`src/rtl/mspd_pkg.sv`:
```
// mspd_pkg: shared types and constants for the motor speed PI / DAC control core.
// No dependencies; imported by every module of the block.
package mspd_pkg;

    // Shared multiplier operand and product widths
    localparam int MUL_A_W = 33;
    localparam int MUL_B_W = 17;
    localparam int PROD_W  = MUL_A_W + MUL_B_W;

    // Fixed-point constants
    localparam logic [16:0] SPEED_COEF   = 17'd44058;       // round(65536 * 1.2 / 1.785)
    localparam logic [23:0] SPEED_MAX_Q8 = 24'hFFFF00;      // 65535.0 in Q16.8
    localparam logic [25:0] NS_LIMIT     = 26'd65536000;    // 1000.0 in Q.16
    localparam logic [16:0] DAC_SLOPE    = 17'd216;         // 2.16 * 100
    localparam logic [19:0] DIV25_RECIP  = 20'd671089;      // ceil(2^24 / 25)
    localparam logic [12:0] DAC_OFFSET   = 13'd2176;
    localparam logic [12:0] DAC_MIN      = 13'd2600;
    localparam logic [12:0] DAC_MAX      = 13'd4096;

    // Configuration register indexes
    typedef enum logic [1:0] {
        CFG_TARGET = 2'd0,
        CFG_PROP   = 2'd1,
        CFG_INTEG  = 2'd2
    } cfg_idx_t;

    // Sequencer states
    typedef enum logic [3:0] {
        ST_IDLE,
        ST_SPD_MUL,
        ST_SPD,
        ST_SUM,
        ST_PROP,
        ST_INTEG,
        ST_CLAMP,
        ST_SCALE,
        ST_DIV,
        ST_DONE
    } state_t;

    // Multiplier operand select
    typedef enum logic [2:0] {
        SEL_SPEED,
        SEL_PROP,
        SEL_INTEG,
        SEL_SCALE,
        SEL_RECIP
    } mul_sel_t;

    // Sequencer -> datapath control
    typedef struct packed {
        logic     mul_en;
        mul_sel_t mul_sel;
        logic     ld_speed;
        logic     ld_sum;
        logic     ld_acc_prop;
        logic     ld_acc_integ;
        logic     ld_ns;
        logic     out_load;
    } ctrl_t;

endpackage

```
`src/rtl/mspd_mul.sv`:
```
// mspd_mul: shared signed multiplier with a registered product.
// Depends on mspd_pkg for operand widths.
module mspd_mul
    import mspd_pkg::*;
(
    input  logic                       aclk,
    input  logic                       en,
    input  logic signed [MUL_A_W-1:0]  op_a,
    input  logic signed [MUL_B_W-1:0]  op_b,
    output logic signed [PROD_W-1:0]   prod
);

    logic signed [PROD_W-1:0] prod_reg;
    logic signed [PROD_W-1:0] prod_next;

    assign prod_next = op_a * op_b;
    assign prod      = prod_reg;

    // hold while disabled so the last product stays readable
    always_ff @(posedge aclk) begin
        if (en) begin
            prod_reg <= prod_next;
        end
    end

endmodule

```
`src/rtl/mspd_ctrl.sv`:
```
// mspd_ctrl: sequencer stepping one control tick through the shared multiplier.
// Depends on mspd_pkg for state and control types.
module mspd_ctrl
    import mspd_pkg::*;
(
    input  logic   aclk,
    input  logic   aresetn,
    input  logic   in_accept,
    input  logic   out_free,
    output logic   idle,
    output ctrl_t  ctl
);

    state_t state_reg;
    state_t state_next;

    always_ff @(posedge aclk) begin
        if (!aresetn) begin
            state_reg <= ST_IDLE;
        end else begin
            state_reg <= state_next;
        end
    end

    // next state
    always_comb begin
        state_next = state_reg;
        unique case (state_reg)
            ST_IDLE:    if (in_accept) state_next = ST_SPD_MUL;
            ST_SPD_MUL: state_next = ST_SPD;
            ST_SPD:     state_next = ST_SUM;
            ST_SUM:     state_next = ST_PROP;
            ST_PROP:    state_next = ST_INTEG;
            ST_INTEG:   state_next = ST_CLAMP;
            ST_CLAMP:   state_next = ST_SCALE;
            ST_SCALE:   state_next = ST_DIV;
            ST_DIV:     state_next = ST_DONE;
            ST_DONE:    if (out_free) state_next = ST_IDLE;
            default:    state_next = ST_IDLE;
        endcase
    end

    // outputs
    always_comb begin
        ctl  = '0;
        idle = 1'b0;
        ctl.mul_sel = SEL_SPEED;
        unique case (state_reg)
            ST_IDLE:    idle = 1'b1;
            ST_SPD_MUL: begin
                ctl.mul_en  = 1'b1;
                ctl.mul_sel = SEL_SPEED;
            end
            ST_SPD:     ctl.ld_speed = 1'b1;
            ST_SUM: begin
                ctl.ld_sum  = 1'b1;
                ctl.mul_en  = 1'b1;
                ctl.mul_sel = SEL_PROP;
            end
            ST_PROP: begin
                ctl.ld_acc_prop = 1'b1;
                ctl.mul_en      = 1'b1;
                ctl.mul_sel     = SEL_INTEG;
            end
            ST_INTEG:   ctl.ld_acc_integ = 1'b1;
            ST_CLAMP:   ctl.ld_ns = 1'b1;
            ST_SCALE: begin
                ctl.mul_en  = 1'b1;
                ctl.mul_sel = SEL_SCALE;
            end
            ST_DIV: begin
                ctl.mul_en  = 1'b1;
                ctl.mul_sel = SEL_RECIP;
            end
            ST_DONE:    ctl.out_load = out_free;
            default:    idle = 1'b0;
        endcase
    end

endmodule

```
`src/rtl/motor_speed_pi_dac_control_core.sv`:
```
// motor_speed_pi_dac_control_core: top level of the PI speed controller with DAC mapping.
// Depends on mspd_pkg, mspd_mul and mspd_ctrl.
//
// One input word per control tick carries the running encoder pulse count. The core
// takes the pulse delta since the previous tick (mod 2^32), scales it to rpm in Q16.8
// (saturated at 65535), forms the error against target_rpm, updates the saturating
// 32-bit error sum, computes kp*err + ki*sum + speed, limits it to 0..1000 rpm and
// maps it to a DAC code 2176 + 2.16*speed, clamped to 2600..4096. The result register
// loads at the end of the sequence, and only then can the next word be taken: every
// multiply goes through one shared 33x17 multiplier with a registered product, and
// the sequencer walks through speed scaling, error/sum update, proportional and
// integral products, limiting, slope scaling and a divide by 100*2^16 done as a
// shift and a reciprocal multiply. s_tready is high only while the sequencer is
// idle; the result sits in an output register, so a stalled m_tready holds the core
// in its last step until the previous word is taken.
// Config writes (target, kp, ki) are always accepted and must come while idle.
module motor_speed_pi_dac_control_core
    import mspd_pkg::*;
(
    input  logic        aclk,
    input  logic        aresetn,
    // config write channel
    input  logic        cfg_valid,
    output logic        cfg_ready,
    input  logic [1:0]  cfg_index,
    input  logic [15:0] cfg_data,
    // input stream
    input  logic        s_tvalid,
    output logic        s_tready,
    input  logic [31:0] s_tdata,    // [31:0] pulse_total
    // result stream
    output logic        m_tvalid,
    input  logic        m_tready,
    output logic [47:0] m_tdata     // [12:0] dac_code, [28:13] speed_rpm,
                                    // [45:29] speed_error, [47:46] zero
);

    ctrl_t ctl;
    logic  idle;
    logic  in_accept;
    logic  out_free;

    // config registers
    logic [10:0] target_rpm_reg;
    logic [15:0] prop_gain_reg;
    logic [15:0] integ_gain_reg;

    // state and working registers
    logic [31:0]        last_pulse_reg;
    logic [31:0]        delta_reg;
    logic [23:0]        speed_q8_reg;
    logic signed [24:0] err_q8_reg;
    logic signed [31:0] error_sum_reg;
    logic signed [57:0] acc_reg;
    logic [25:0]        ns_reg;

    // output register
    logic        m_tvalid_reg;
    logic [47:0] m_tdata_reg;

    // combinational datapath
    logic signed [MUL_A_W-1:0] op_a;
    logic signed [MUL_B_W-1:0] op_b;
    logic signed [PROD_W-1:0]  prod;
    logic [39:0]               spd_raw;
    logic [23:0]               speed_q8_next;
    logic signed [24:0]        err_q8_next;
    logic signed [40:0]        sum_x;
    logic signed [32:0]        sum_q;
    logic signed [31:0]        error_sum_next;
    logic signed [57:0]        acc_next;
    logic [25:0]               ns_next;
    logic [11:0]               div_q;
    logic [12:0]               dac_raw;
    logic [12:0]               dac_code;
    logic [16:0]               err_int;

    assign cfg_ready = 1'b1;
    assign s_tready  = idle;
    assign in_accept = s_tvalid && s_tready;
    assign out_free  = !m_tvalid_reg || m_tready;
    assign m_tvalid  = m_tvalid_reg;
    assign m_tdata   = m_tdata_reg;

    mspd_ctrl u_ctrl (
        .aclk      (aclk),
        .aresetn   (aresetn),
        .in_accept (in_accept),
        .out_free  (out_free),
        .idle      (idle),
        .ctl       (ctl)
    );

    mspd_mul u_mul (
        .aclk (aclk),
        .en   (ctl.mul_en),
        .op_a (op_a),
        .op_b (op_b),
        .prod (prod)
    );

    // multiplier operand select
    always_comb begin
        unique case (ctl.mul_sel)
            SEL_SPEED: begin
                op_a = {1'b0, delta_reg};
                op_b = SPEED_COEF;
            end
            SEL_PROP: begin
                op_a = {{8{err_q8_reg[24]}}, err_q8_reg};
                op_b = {1'b0, prop_gain_reg};
            end
            SEL_INTEG: begin
                op_a = {error_sum_reg[31], error_sum_reg};
                op_b = {1'b0, integ_gain_reg};
            end
            SEL_SCALE: begin
                op_a = {7'b0, ns_reg};
                op_b = DAC_SLOPE;
            end
            SEL_RECIP: begin
                // speed*216 >> 18, then times 2^24/25
                op_a = {13'b0, DIV25_RECIP};
                op_b = {1'b0, prod[33:18]};
            end
            default: begin
                op_a = '0;
                op_b = '0;
            end
        endcase
    end

    // speed in Q16.8, saturated; error in signed Q.8
    assign spd_raw       = prod[47:8];
    assign speed_q8_next = (spd_raw > {16'b0, SPEED_MAX_Q8}) ? SPEED_MAX_Q8 : spd_raw[23:0];
    assign err_q8_next   = $signed({6'b0, target_rpm_reg, 8'b0})
                         - $signed({1'b0, speed_q8_next});

    // error sum: (sum*256 + err) / 256 truncated toward zero, then 32-bit saturation
    assign sum_x = $signed({error_sum_reg[31], error_sum_reg, 8'b0})
                 + $signed({{16{err_q8_reg[24]}}, err_q8_reg});
    assign sum_q = $signed(sum_x[40:8])
                 + $signed({32'b0, (sum_x[40] && (sum_x[7:0] != 8'b0))});
    always_comb begin
        priority if (!sum_q[32] && sum_q[31]) begin
            error_sum_next = 32'sh7FFF_FFFF;
        end else if (sum_q[32] && !sum_q[31]) begin
            error_sum_next = 32'sh8000_0000;
        end else begin
            error_sum_next = sum_q[31:0];
        end
    end

    // requested speed accumulator, Q.16
    always_comb begin
        if (ctl.ld_acc_prop) begin
            acc_next = {{8{prod[PROD_W-1]}}, prod} + $signed({26'b0, speed_q8_reg, 8'b0});
        end else begin
            acc_next = acc_reg + $signed({prod, 8'b0});
        end
    end

    always_comb begin
        priority if (acc_reg[57]) begin
            ns_next = '0;
        end else if (acc_reg > $signed({32'b0, NS_LIMIT})) begin
            ns_next = NS_LIMIT;
        end else begin
            ns_next = acc_reg[25:0];
        end
    end

    // DAC code from floor(v / 25) with v = speed*216 >> 18
    assign div_q   = prod[35:24];
    assign dac_raw = DAC_OFFSET + {1'b0, div_q};
    always_comb begin
        priority if (dac_raw < DAC_MIN) begin
            dac_code = DAC_MIN;
        end else if (dac_raw > DAC_MAX) begin
            dac_code = DAC_MAX;
        end else begin
            dac_code = dac_raw;
        end
    end

    // integer error, truncated toward zero
    assign err_int = err_q8_reg[24:8]
                   + {16'b0, (err_q8_reg[24] && (err_q8_reg[7:0] != 8'b0))};

    // config writes
    always_ff @(posedge aclk) begin
        if (!aresetn) begin
            target_rpm_reg <= '0;
            prop_gain_reg  <= '0;
            integ_gain_reg <= '0;
        end else if (cfg_valid && cfg_ready) begin
            unique case (cfg_index)
                CFG_TARGET: target_rpm_reg <= cfg_data[10:0];
                CFG_PROP:   prop_gain_reg  <= cfg_data;
                CFG_INTEG:  integ_gain_reg <= cfg_data;
                default:    ;
            endcase
        end
    end

    // controller state
    always_ff @(posedge aclk) begin
        if (!aresetn) begin
            last_pulse_reg <= '0;
            error_sum_reg  <= '0;
        end else begin
            if (in_accept) begin
                last_pulse_reg <= s_tdata;
            end
            if (ctl.ld_sum) begin
                error_sum_reg <= error_sum_next;
            end
        end
    end

    // working registers
    always_ff @(posedge aclk) begin
        if (in_accept) begin
            delta_reg <= s_tdata - last_pulse_reg;
        end
        if (ctl.ld_speed) begin
            speed_q8_reg <= speed_q8_next;
            err_q8_reg   <= err_q8_next;
        end
        if (ctl.ld_acc_prop || ctl.ld_acc_integ) begin
            acc_reg <= acc_next;
        end
        if (ctl.ld_ns) begin
            ns_reg <= ns_next;
        end
    end

    // result word
    always_ff @(posedge aclk) begin
        if (!aresetn) begin
            m_tvalid_reg <= 1'b0;
        end else if (ctl.out_load) begin
            m_tvalid_reg <= 1'b1;
        end else if (m_tready) begin
            m_tvalid_reg <= 1'b0;
        end
    end

    always_ff @(posedge aclk) begin
        if (ctl.out_load) begin
            m_tdata_reg <= {2'b0, err_int, speed_q8_reg[23:8], dac_code};
        end
    end

    // checks
    a_dac_range: assert property (@(posedge aclk) disable iff (!aresetn)
        m_tvalid |-> (m_tdata[12:0] >= DAC_MIN) && (m_tdata[12:0] <= DAC_MAX))
        else $error("dac code out of range");

    a_ns_limit: assert property (@(posedge aclk) disable iff (!aresetn)
        (ctl.mul_sel == SEL_SCALE) && ctl.mul_en |-> ns_reg <= NS_LIMIT)
        else $error("requested speed above limit");

    a_no_overwrite: assert property (@(posedge aclk) disable iff (!aresetn)
        ctl.out_load |-> (!m_tvalid_reg || m_tready))
        else $error("result word overwritten");

    a_sum_hold: assert property (@(posedge aclk) disable iff (!aresetn)
        !ctl.ld_sum |=> $stable(error_sum_reg))
        else $error("error sum changed outside its update step");

    a_busy_no_accept: assert property (@(posedge aclk) disable iff (!aresetn)
        in_accept |=> !s_tready)
        else $error("input taken while sequencer busy");

endmodule
```
`config.mk`:
```
export PLATFORM = sky130hd
export DESIGN_NAME = motor_speed_pi_dac_control_core
export DESIGN_NICKNAME = d
export VERILOG_FILES = /design/src/rtl/mspd_pkg.sv /design/src/rtl/mspd_mul.sv /design/src/rtl/mspd_ctrl.sv /design/src/rtl/motor_speed_pi_dac_control_core.sv
export SDC_FILE = /design/constraint.sdc
export NUM_CORES = 2
export LEC_CHECK = 0
export BUFFER_PORTS_ARGS = -buffer_cell sky130_fd_sc_hd__buf_2
export CORE_AREA = 2 2 422 256
export CTS_CLUSTER_SIZE = 24
export DETAILED_ROUTE_END_ITERATION = 12
export DIE_AREA = 0 0 424 258
export MAX_ROUTING_LAYER = met4
export SLEW_MARGIN = 10
export SYNTH_ARGS = -nofsm -noshare
export SYNTH_HDL_FRONTEND = slang
export SYNTH_SLANG_ARGS = --single-unit
```
`constraint.sdc`:
```
create_clock -name aclk -period 12.2 [get_ports aclk]
set_clock_uncertainty 0.15 [all_clocks]
set_input_delay 1.83 -clock aclk [delete_from_list [all_inputs] [get_ports aclk]]
set_output_delay 1.83 -clock aclk [all_outputs]
set_load 0.05 [all_outputs]
```
==> flow_metrics.py <==
metrics = {
    "grt": {
        "grt_pass1_vias": 32324,
        "grt_max_degree": 88,
        "antenna_found_initial": 9,
        "grt-ovfl-total": 0,
        "groute.usage.overall_pct": 27.46,
        "grt_pass1_wl_um": 217200,
    },
    "placement": {
        "dp_cells": 6071,
        "postPlaceCellArea_mm2": 0.04416,
        "dpl.hpwl_um": 118200,
        "gp_congestion": 1.081,
        "place.port_buffers": 102,
    },
    "critical_path": {
        "endpoint": "u_mul.prod[49]",
        "max_stage_delay_ps": 700,
        "path_depth": 30,
        "r2r_slack_ps": 1080,
        "r2r-start": "u_ctrl.state_reg[3]",
        "path_max_fanout": 49,
        "critPathSlowestCell": "fa_1",
        "crit_type": "register to register",
        "cp.arrival_ps": 11260,
        "path_common_cell": "fa_1",
        "cp_top_family": "compound AO/OA/AOI/OAI gates",
        "r2r_end": "u_mul.prod[49]",
        "worstSetupStartpoint": "u_ctrl.state_reg[3]",
        "endpoint_kind": "register",
        "required_ps": 12340,
        "path_buf_inv": 5,
        "reg2reg_depth": 30,
        "critPathLaunchType": "register",
    },
    "cells_and_area": {
        "area_growth_pct": 8.306,
        "fin_nets": 5521,
        "design_area_mm2": 0.04545,
        "largest_register_ffs": 58,
        "drive_gt1_share_pct": 6.404,
        "finalNonFillerCells": 6145,
        "layout_commonest_cell": "inv_1",
        "final_cell_mix": "inv_1 (723), nand2_1 (652), fa_1 (507), nor2_1 (362), ha_1 (273)",
    },
    "logic_synthesis": {
        "yosysSeqAreaShare_pct": 23.95,
        "synth.area.top_cells": "fa_1 (24%), edfxtp_1 (19%), ha_1 (8.1%)",
        "synth_seq_cells": 372,
        "synth_edf_count": 260,
        "synth_flop_cell": "edfxtp_1",
        "yosysTopAreaCell": "fa_1",
        "netlist_instances": 4664,
        "synth_top_area_share_pct": 24.18,
        "syn-cell-area_mm2": 0.04197,
        "yosysWarnings": 0,
        "synth_cell_types": 86,
        "synthArstFlopShare_pct": 0,
        "syn_area_per_cell_um2": 8.998,
    },
    "sta": {
        "fin_crit_ps": 11120,
        "grt_setup_unrepaired": "no",
        "finalHoldViolCount": 0,
        "report.final.slew_viol_count": 0,
        "fin_crit_sh_pct": 91.17,
        "final.setup.tns_ps": 0,
        "slew_headroom_pct": 13.90,
        "clock.fmax_mhz": 89.91,
        "worst_pin_slew_ps": 1292,
        "finalSetupViolations": 0,
    },
    "status": {
        "status": "finished, final reports clean",
    },
    "drt": {
        "drt_wl_total_um": 146200,
        "drc_errors": 0,
        "num_vias": 34412,
        "dr.pass1.iters": 7,
        "antenna_left": 0,
        "drt-wirelength-per-cell_um": 23.79,
        "via_per_inst": 5.600,
        "drtIter0Drc": 4438,
    },
    "die": {
        "io_pins": 106,
        "rows": 93,
        "initial_core_util_pct": 39.55,
        "die-area_mm2": 0.1094,
        "die_height_um": 258,
        "coreArea_mm2": 0.1061,
        "fp.dieW_um": 424,
    },
    "cts": {
        "cts.sinks": 372,
        "clock_latency_ps": 600,
        "clock_path_buffers": 3,
        "h-tree-depth": 2,
        "numCtsBuffers": 38,
        "cts_root_buffer": "clkbuf_16",
        "holdBufCountCts": 0,
        "post_cts_buffers": 0,
        "tritoncts": "yes",
        "post_cts_resized": 0,
        "cts.clk_slew.worst_paths_ps": 70,
    },
    "run": {
        "cap_violations": 0,
    },
    "hold_path": {
        "worstHoldPathType": "register to register",
    },
}
==> final cells by class <==
| cell class | instances | area [um2] |
|---|---|---|
| Fill cell | 10531 | 60670 |
| Tap cell | 1425 | 1783 |
| Antenna cell | 4 | 10.01 |
| Clock buffer | 46 | 991.0 |
| Inverter | 725 | 2724 |
| Multi-Input combinational cell | 3380 | 28580 |
| Sequential cell | 372 | 10050 |
| Clock inverter | 24 | 297.8 |
| Timing Repair Buffer | 169 | 1016 |
==> Yosys cell counts, types with 50 or more instances <==
cell type	n
inv_1	725
nand2_1	653
fa_1	507
nor2_1	367
ha_1	273
edfxtp_1	260
a21oi_1	216
clkbuf_1	166
xnor2_1	159
o21ai_0	146
dfxtp_1	112
a21o_1	101
a21boi_0	80
xor2_1	68
nand3_1	65
and3_1	60
and2_1	55
nor2b_1	50
==> worst min-delay path: stages, from the launching register on <==
cell,delay (ps)
dfxtp_1,300
nand2_1,40
a21boi_0,60
==> stage by stage <==
| stage | util [%] | hold WS [ps] | worst slack [ps] |
|---|---|---|---|
| after floorplan | - | 283.4 | 3233 |
| after global placement | 41.60 | 304.2 | 1439 |
| after detailed placement | 41.61 | 310.7 | 1334 |
| after CTS | 42.82 | 318.8 | 1305 |
| after global routing | 42.83 | 333.7 | 443.9 |
| final | 42.83 | 314.2 | 1078 |
==> routing by layer <==
layer / part of all wire (%) / track usage (%)
met5: 0 / -
met4: 1.9 / 4.775
met3: 15 / 10.08
met2: 37 / 33.70
met1: 47 / 42.02
==> logic make-up after synthesis <==
| logic type | share of synthesized area (%) |
|---|---|
| other cells | 0.01789 |
| xor+xnor | 4.776 |
| simple gates | 16.04 |
| compound gates | 12.99 |
| flops | 23.95 |
| mux | 0.9361 |
| fa+ha+maj | 33.07 |
| buf+inv | 8.231 |
==> worst min path at each step <==
stage / from / to / slack [ps] / cells after the start
after global placement: last_pulse_reg[27] / last_pulse_reg[27] / 300 / 2
final: last_pulse_reg[19] / last_pulse_reg[19] / 310 / 2
after global routing: last_pulse_reg[30] / last_pulse_reg[30] / 330 / 2
after CTS: last_pulse_reg[19] / last_pulse_reg[19] / 320 / 2
after detailed placement: last_pulse_reg[19] / last_pulse_reg[19] / 310 / 2
after floorplan: speed_q8_reg[8] / m_tdata[13] / 280 / 0
Power is not shown: default switching activity piles up to over one toggle a cycle in this logic, so the estimate is an artifact.
